File: src/brf_pkg.sv
`timescale 1ns / 1ps
// ----------------------------------------------------------------------------
// brf_pkg
// shared types, constants and helpers for the brent root finder
// ----------------------------------------------------------------------------
package brf_pkg;

  localparam int MAX_ITER_DEF = 100;
  localparam logic [63:0] ZEPS2_Q64 = 64'd3689348815;
  localparam logic signed [63:0] Q_ONE = 64'sh0000_0001_0000_0000;
  localparam logic signed [63:0] S_MAX = 64'sh7FFF_FFFF_FFFF_FFFF;
  localparam logic signed [63:0] S_MIN = 64'sh8000_0000_0000_0000;
  localparam logic [62:0] TOL_RESET = 63'd4295;

  typedef enum logic [1:0] {
    ST_EVAL  = 2'd0,
    ST_ROOT  = 2'd1,
    ST_NOSGN = 2'd2,
    ST_LIMIT = 2'd3
  } status_t;

  typedef enum logic [1:0] {
    PH_IDLE  = 2'd0,
    PH_LEFT  = 2'd1,
    PH_RIGHT = 2'd2,
    PH_ITER  = 2'd3
  } phase_t;

  // step sequencer states
  typedef enum logic [4:0] {
    S_IDLE, S_PRE, S_TOL, S_TOLW, S_CHK, S_S, S_SW, S_Q, S_QW, S_R, S_RW,
    S_T1, S_T1W, S_T2, S_T2W, S_T3, S_T3W, S_P, S_PW, S_Q1, S_Q1W, S_Q2, S_Q2W,
    S_M1, S_M1W, S_M2, S_M2W, S_M3, S_M3W, S_DIV, S_DIVW, S_FIN
  } seq_t;

  // shared unit operations
  typedef enum logic [1:0] {
    OP_MUL  = 2'd0,
    OP_DIV  = 2'd1,
    OP_ZMUL = 2'd2
  } op_t;

  typedef struct packed {
    logic        start;
    op_t         op;
    logic [63:0] x;
    logic [63:0] y;
  } unit_req_t;

  typedef struct packed {
    logic        done;
    logic [63:0] res;
  } unit_rsp_t;

  function automatic logic [63:0] mag(input logic [63:0] x);
    return x[63] ? (64'd0 - x) : x;
  endfunction

  function automatic logic [63:0] mk(input logic neg, input logic [63:0] m);
    if (neg) return m[63] ? S_MIN : (64'd0 - m);
    return m[63] ? S_MAX : m;
  endfunction

  function automatic logic [63:0] sadd(input logic [63:0] x, input logic [63:0] y);
    logic [63:0] s;
    s = x + y;
    if (!x[63] && !y[63] && s[63]) return S_MAX;
    if (x[63] && y[63] && !s[63]) return S_MIN;
    return s;
  endfunction

  function automatic logic [63:0] ssub(input logic [63:0] x, input logic [63:0] y);
    logic [63:0] s;
    s = x - y;
    if (!x[63] && y[63] && s[63]) return S_MAX;
    if (x[63] && !y[63] && !s[63]) return S_MIN;
    return s;
  endfunction

  function automatic logic [63:0] sabs(input logic [63:0] x);
    if (x == S_MIN) return S_MAX;
    return x[63] ? (64'd0 - x) : x;
  endfunction

  function automatic logic [63:0] sneg(input logic [63:0] x);
    if (x == S_MIN) return S_MAX;
    return 64'd0 - x;
  endfunction

endpackage

File: src/brf_unit.sv
`timescale 1ns / 1ps
// ----------------------------------------------------------------------------
// brf_unit
// shared iterative multiplier / divider, one bit per cycle
// ----------------------------------------------------------------------------
module brf_unit import brf_pkg::*; (
  input  logic      clk,
  input  logic      rst,
  input  unit_req_t req,
  output unit_rsp_t rsp
);

  logic        busy;
  op_t         op;
  logic        neg;
  logic [6:0]  cnt;
  logic [63:0] d;
  logic [63:0] rem;
  logic [63:0] lo;
  logic [63:0] q;
  logic [127:0] acc;
  logic [127:0] mcand;
  logic [63:0] mplier;

  logic [64:0] rsh;
  logic        take;
  logic [127:0] acc_add;

  assign rsh     = {rem, lo[63]};
  assign take    = rsh[64] || (rsh[63:0] >= d);
  assign acc_add = mplier[0] ? (acc + mcand) : acc;

  always_ff @(posedge clk) begin
    if (rst) begin
      busy     <= 1'b0;
      rsp.done <= 1'b0;
    end else begin
      rsp.done <= 1'b0;
      if (req.start) begin
        op  <= req.op;
        neg <= req.x[63] ^ req.y[63];
        cnt <= 7'd0;
        acc <= '0;
        q   <= '0;
        case (req.op)
          OP_DIV: begin
            if (mag(req.x) == 64'd0) begin
              rsp.res <= '0; rsp.done <= 1'b1;
            end else if (mag(req.y) == 64'd0) begin
              rsp.res <= mk(req.x[63], '1); rsp.done <= 1'b1;
            end else if ((mag(req.x) >> 32) >= mag(req.y)) begin
              rsp.res <= mk(req.x[63] ^ req.y[63], '1); rsp.done <= 1'b1;
            end else begin
              rem  <= mag(req.x) >> 32;
              lo   <= mag(req.x) << 32;
              d    <= mag(req.y);
              busy <= 1'b1;
            end
          end
          OP_ZMUL: begin
            mcand  <= {64'd0, mag(req.x)};
            mplier <= ZEPS2_Q64;
            busy   <= 1'b1;
          end
          default: begin
            mcand  <= {64'd0, mag(req.x)};
            mplier <= mag(req.y);
            busy   <= 1'b1;
          end
        endcase
      end else if (busy) begin
        cnt <= cnt + 7'd1;
        if (op == OP_DIV) begin
          lo <= lo << 1;
          q  <= {q[62:0], take};
          rem <= take ? (rsh[63:0] - d) : rsh[63:0];
          if (cnt == 7'd63) begin
            busy <= 1'b0; rsp.done <= 1'b1;
            rsp.res <= mk(neg, {q[62:0], take});
          end
        end else begin
          // shift-add, lsb of multiplier first
          acc    <= acc_add;
          mplier <= mplier >> 1;
          mcand  <= mcand << 1;
          if (cnt == 7'd63) begin
            busy <= 1'b0; rsp.done <= 1'b1;
            if (op == OP_ZMUL) rsp.res <= acc_add[127:64];
            else if (acc_add[127:96] != 32'd0) rsp.res <= mk(neg, '1);
            else rsp.res <= mk(neg, acc_add[95:32]);
          end
        end
      end
    end
  end

  assert property (@(posedge clk) disable iff (rst) req.start |=> !(busy && rsp.done))
    else $error("done raised while still busy");
  assert property (@(posedge clk) disable iff (rst) busy && cnt != 7'd63 |=> busy)
    else $error("unit stopped early");
  assert property (@(posedge clk) disable iff (rst) rsp.done |=> !rsp.done)
    else $error("done longer than one cycle");

endmodule

File: config.mk
export PLATFORM = sky130hd
export DESIGN_NAME = brf_unit
export DESIGN_NICKNAME = d
export VERILOG_FILES = /design/src/brf_pkg.sv /design/src/brf_unit.sv
export SDC_FILE = /design/constraint.sdc
export NUM_CORES = 2
export LEC_CHECK = 0
export ABC_AREA = 0
export BUFFER_PORTS_ARGS = -buffer_cell sky130_fd_sc_hd__buf_2
export CAP_MARGIN = 20
export CORE_ASPECT_RATIO = 0.5
export CORE_MARGIN = 2
export CORE_UTILIZATION = 40
export CTS_BUF_LIST = sky130_fd_sc_hd__clkbuf_4 sky130_fd_sc_hd__clkbuf_8
export DETAILED_ROUTE_END_ITERATION = 8
export GPL_TIMING_DRIVEN = 0
export PLACE_DENSITY_LB_ADDON = 0.2
export SETUP_SLACK_MARGIN = 0.1
export SYNTH_ARGS = -nofsm -noshare
export SYNTH_HDL_FRONTEND = slang
export SYNTH_SLANG_ARGS = --single-unit
File: constraint.sdc
create_clock -name clk -period 18 [get_ports clk]
set_input_delay 0.9 -clock clk [delete_from_list [all_inputs] [get_ports clk]]
set_output_delay 0.9 -clock clk [all_outputs]
set_load 0.02 [all_outputs]
==> impl_metrics.env <==
export IMPL_final_cell_mix="edfxtp_1 (617), nor2_1 (591), nand2_1 (520)"
export IMPL_grt_pass1_vias=45810
export IMPL_cp_max_fo=10
export IMPL_p_seq_share_pct=38.6
export IMPL_finalHoldViolations=0
export IMPL_cp_endpoint="rsp[62]"
export IMPL_ant_nets=0
export IMPL_synth_top_area_cell="edfxtp_1"
export IMPL_cts_tree="done"
export IMPL_ys_flop_type="edfxtp_1"
export IMPL_setup_viol=0
export IMPL_syn_num_nets=5992
export IMPL_clk_pin_slew_ps=70
export IMPL_wl_per_cell_um=30.73
export IMPL_critPathLaunchType="register"
export IMPL_p_comb_share_pct=30.4
export IMPL_cts_hold_buf=0
export IMPL_setup_slack_ps=7675
export IMPL_core_um2=120600
export IMPL_clock_sinks=619
export IMPL_async_flop_share_pct=0
export IMPL_cpLargestDelayFamily="simple AND/OR/NAND/NOR gates"
export IMPL_dieWidth_um=497.1
export IMPL_gp_congestion=1.069
export IMPL_nets=6349
export IMPL_p_leak_nw=20.40
export IMPL_yosysSeqAreaShare_pct=38.18
export IMPL_wl_mm=236.1
export IMPL_status="finished clean"
export IMPL_layout_cells_non_filler=7684
export IMPL_p_int_mw=2.828
export IMPL_tightest_slew_ps=1366
export IMPL_syn_area_per_cell_um2=8.641
export IMPL_min_period_over_period_pct=57.36
export IMPL_crit_start="lo[63]"
export IMPL_cts_root_buf="clkbuf_8"
export IMPL_fillers=11950
export IMPL_final_util_pct=45.42
export IMPL_ios=198
export IMPL_initial_core_util_pct=40.32
export IMPL_port_buffers=197
export IMPL_fmax_mhz=96.85
export IMPL_cts_resized_gates=0
export IMPL_synthTopCellsByArea="edfxtp_1 (38%), ha_1 (5.9%), a21oi_1 (5.1%), nor2_1 (4.6%), nand2_1 (4.0%)"
export IMPL_yosys_area_top_type_share_pct=38.10
export IMPL_placed_area_um2=52480
export IMPL_cp_num_buf_inv=6
export IMPL_syn_to_final_growth_pct=12.63
export IMPL_finClkSkew_ps=86.65
export IMPL_worstSetupPathType="register to register"
export IMPL_p_per_area_nw_per_um2=82.74
export IMPL_clk_latency_ps=860
export IMPL_grt_max_degree=65
export IMPL_overflow=0
export IMPL_syn_inst=5628
export IMPL_dp_hpwl_mm=189.7
export IMPL_first_iter_violations=6472
export IMPL_via_per_inst=6.416
export IMPL_hold_path_class="input port to register"
export IMPL_worst_ep_required_time_ps=18570
export IMPL_antenna_found_initial=8
export IMPL_rrSetupSlack_ps=7680
export IMPL_slowest_stage="nor3_1"
export IMPL_r2r_end="rsp[62]"
export IMPL_clkPwrFrac_pct=31.1
export IMPL_grt_setup_unrepaired="no"
export IMPL_cts_buffers_inserted=98
export IMPL_dieArea_um2=124600
export IMPL_synth_seq_cells=619
export IMPL_grt_pass1_wl_mm=331.4
export IMPL_cpMostUsedCell="o21ai_0"
export IMPL_vias=49300
export IMPL_crit_path_end_kind="register"
export IMPL_num_rows=90
export IMPL_final_common_cell="edfxtp_1"
export IMPL_switchingPower_mw=1.704
export IMPL_dp_cells=7484
export IMPL_drcViolationCount=0
export IMPL_syn_area_um2=48630
export IMPL_drt_pass1_iter_count=6
export IMPL_ir_drop_mv=0.05644
export IMPL_drv_slew=0
export IMPL_cts_buffer_depth=3
export IMPL_grt_usage_pct=36.58
export IMPL_maxCapViolations=0
export IMPL_slowest_delay_ps=1030
export IMPL_layout_drive_gt1_share_pct=8.871
export IMPL_ctsHtreeMaxLevel=3
export IMPL_fin_area_um2=54780
export IMPL_swShare_pct=37.60
export IMPL_dieHeight_um=250.6
export IMPL_dp_slack_ps=8121
export IMPL_ys_warn_count=0
export IMPL_crit_arrival_ps=10890
export IMPL_slew_headroom_pct=8.939
export IMPL_reg2reg_from="lo[63]"
export IMPL_post_cts_buffers=0
export IMPL_synth_edf_count=617
export IMPL_fin_setup_tns_ps=0
export IMPL_cp_depth=31
export IMPL_reg2reg_depth=31
export IMPL_ys_types=96
export IMPL_finalCriticalPeriod_ps=10320
==> worst reg2reg max path, delay by kind of cell, from the launching register on <==
kind | cells | cell delay, ps
adders and majority gates | 3 | 770
buffers and inverters | 6 | 2160
DFF | 1 | 400
AOI/OAI and AO/OA | 10 | 2800
xor gates and xnor gates | 1 | 100
and+or+nand+nor | 11 | 3820
==> cells in the mapped netlist (32+ instances only) <==
| library cell | n |
|---|---|
| a211oi_1 | 67 |
| a21o_1 | 112 |
| a21oi_1 | 495 |
| a31oi_1 | 71 |
| and2_1 | 59 |
| and3_1 | 36 |
| buf_1 | 32 |
| clkbuf_1 | 277 |
| edfxtp_1 | 617 |
| ha_1 | 229 |
| inv_1 | 216 |
| mux2i_1 | 72 |
| nand2_1 | 520 |
| nand2b_1 | 52 |
| nand3_1 | 136 |
| nand4_1 | 149 |
| nor2_1 | 593 |
| nor2b_1 | 174 |
| nor3_1 | 123 |
| nor4_1 | 56 |
| o211ai_1 | 52 |
| o21a_1 | 125 |
| o21ai_0 | 374 |
| o21bai_1 | 39 |
| o22ai_1 | 34 |
| o31ai_1 | 68 |
| or2_2 | 36 |
| or3_1 | 68 |
| xnor2_1 | 124 |
| xor2_1 | 155 |
==> registers in the layout (all words and copies together), names as in the netlist, 2 cells and up <==
register / cells
acc: 128
cnt: 7
d: 64
lo: 32
mcand: 128
mplier: 64
op: 2
q: 63
rem: 64
rsp: 65
==> how the worst min path moves through the flow <==
stage                         from     end  slack [ps]  depth (start not counted)
final                     req[129]   op[1]         270                          1
after floorplan             lo[32]  lo[33]         500                          1
after CTS                 req[129]   op[1]         210                          1
after global placement      lo[46]  lo[47]         500                          1
after global routing      req[129]   op[1]         240                          1
after detailed placement    lo[49]  lo[50]         510                          1
==> cell type report <==
type                    instances  area, um^2  share of cell area, %
plain buffers                 318        1237                  2.259
repair buffers                257        1851                  3.378
clock inverters                54       598.1                  1.092
flip-flops and latches        619       18570                  33.90
inverters                     220       825.8                  1.508
well taps                    1610        2014                  3.678
diodes                          9       22.52                0.04112
multi-input cells            4471       28100                  51.30
clock buffers                 126        1559                  2.846
==> stage by stage <==
| step | power, mW | hold slack, ps |
|---|---|---|
| 2_1_floorplan | 2.554 | 497.2 |
| 3_3_place_gp | 3.072 | 498.8 |
| 3_5_place_dp | 3.088 | 508.5 |
| 4_1_cts | 4.499 | 210.9 |
| 5_1_grt | 4.686 | 241.2 |
| 6_report | 4.532 | 269.2 |
==> layer usage <==
metal	vias to the layer above	global-route usage, %	wire length (um)
li1	21790	-	-
met1	24450	53.41	106200
met2	2685	51.97	95250
met3	370	10.02	27360
met4	2	11.29	7351
met5	-	0	13
==> cells by family (layout without fill, tap and decap cells) <==
family / count (synthesis) / count (layout) / share of synthesized area (%)
adders and majority gates: 231 / 231 / 5.974
buffers and inverters: 538 / 975 / 4.235
xor gates and xnor gates: 279 / 279 / 5.025
and+or+nand+nor: 2110 / 2110 / 21.27
AOI/OAI and AO/OA: 1755 / 1755 / 23.28
muxes: 96 / 96 / 2.038
other: 0 / 9 / 0
DFF: 619 / 619 / 38.18
==> power by group through the flow <==
stage	clock (mW)	sequential, mW	combinational (mW)
after floorplan	0	1.75	0.801
after global placement	0	1.79	1.28
after detailed placement	0	1.78	1.31
after CTS	1.43	1.74	1.32
after global routing	1.48	1.75	1.45
final	1.41	1.75	1.38
No activity file was read; power rests on OpenSTA's default activity.
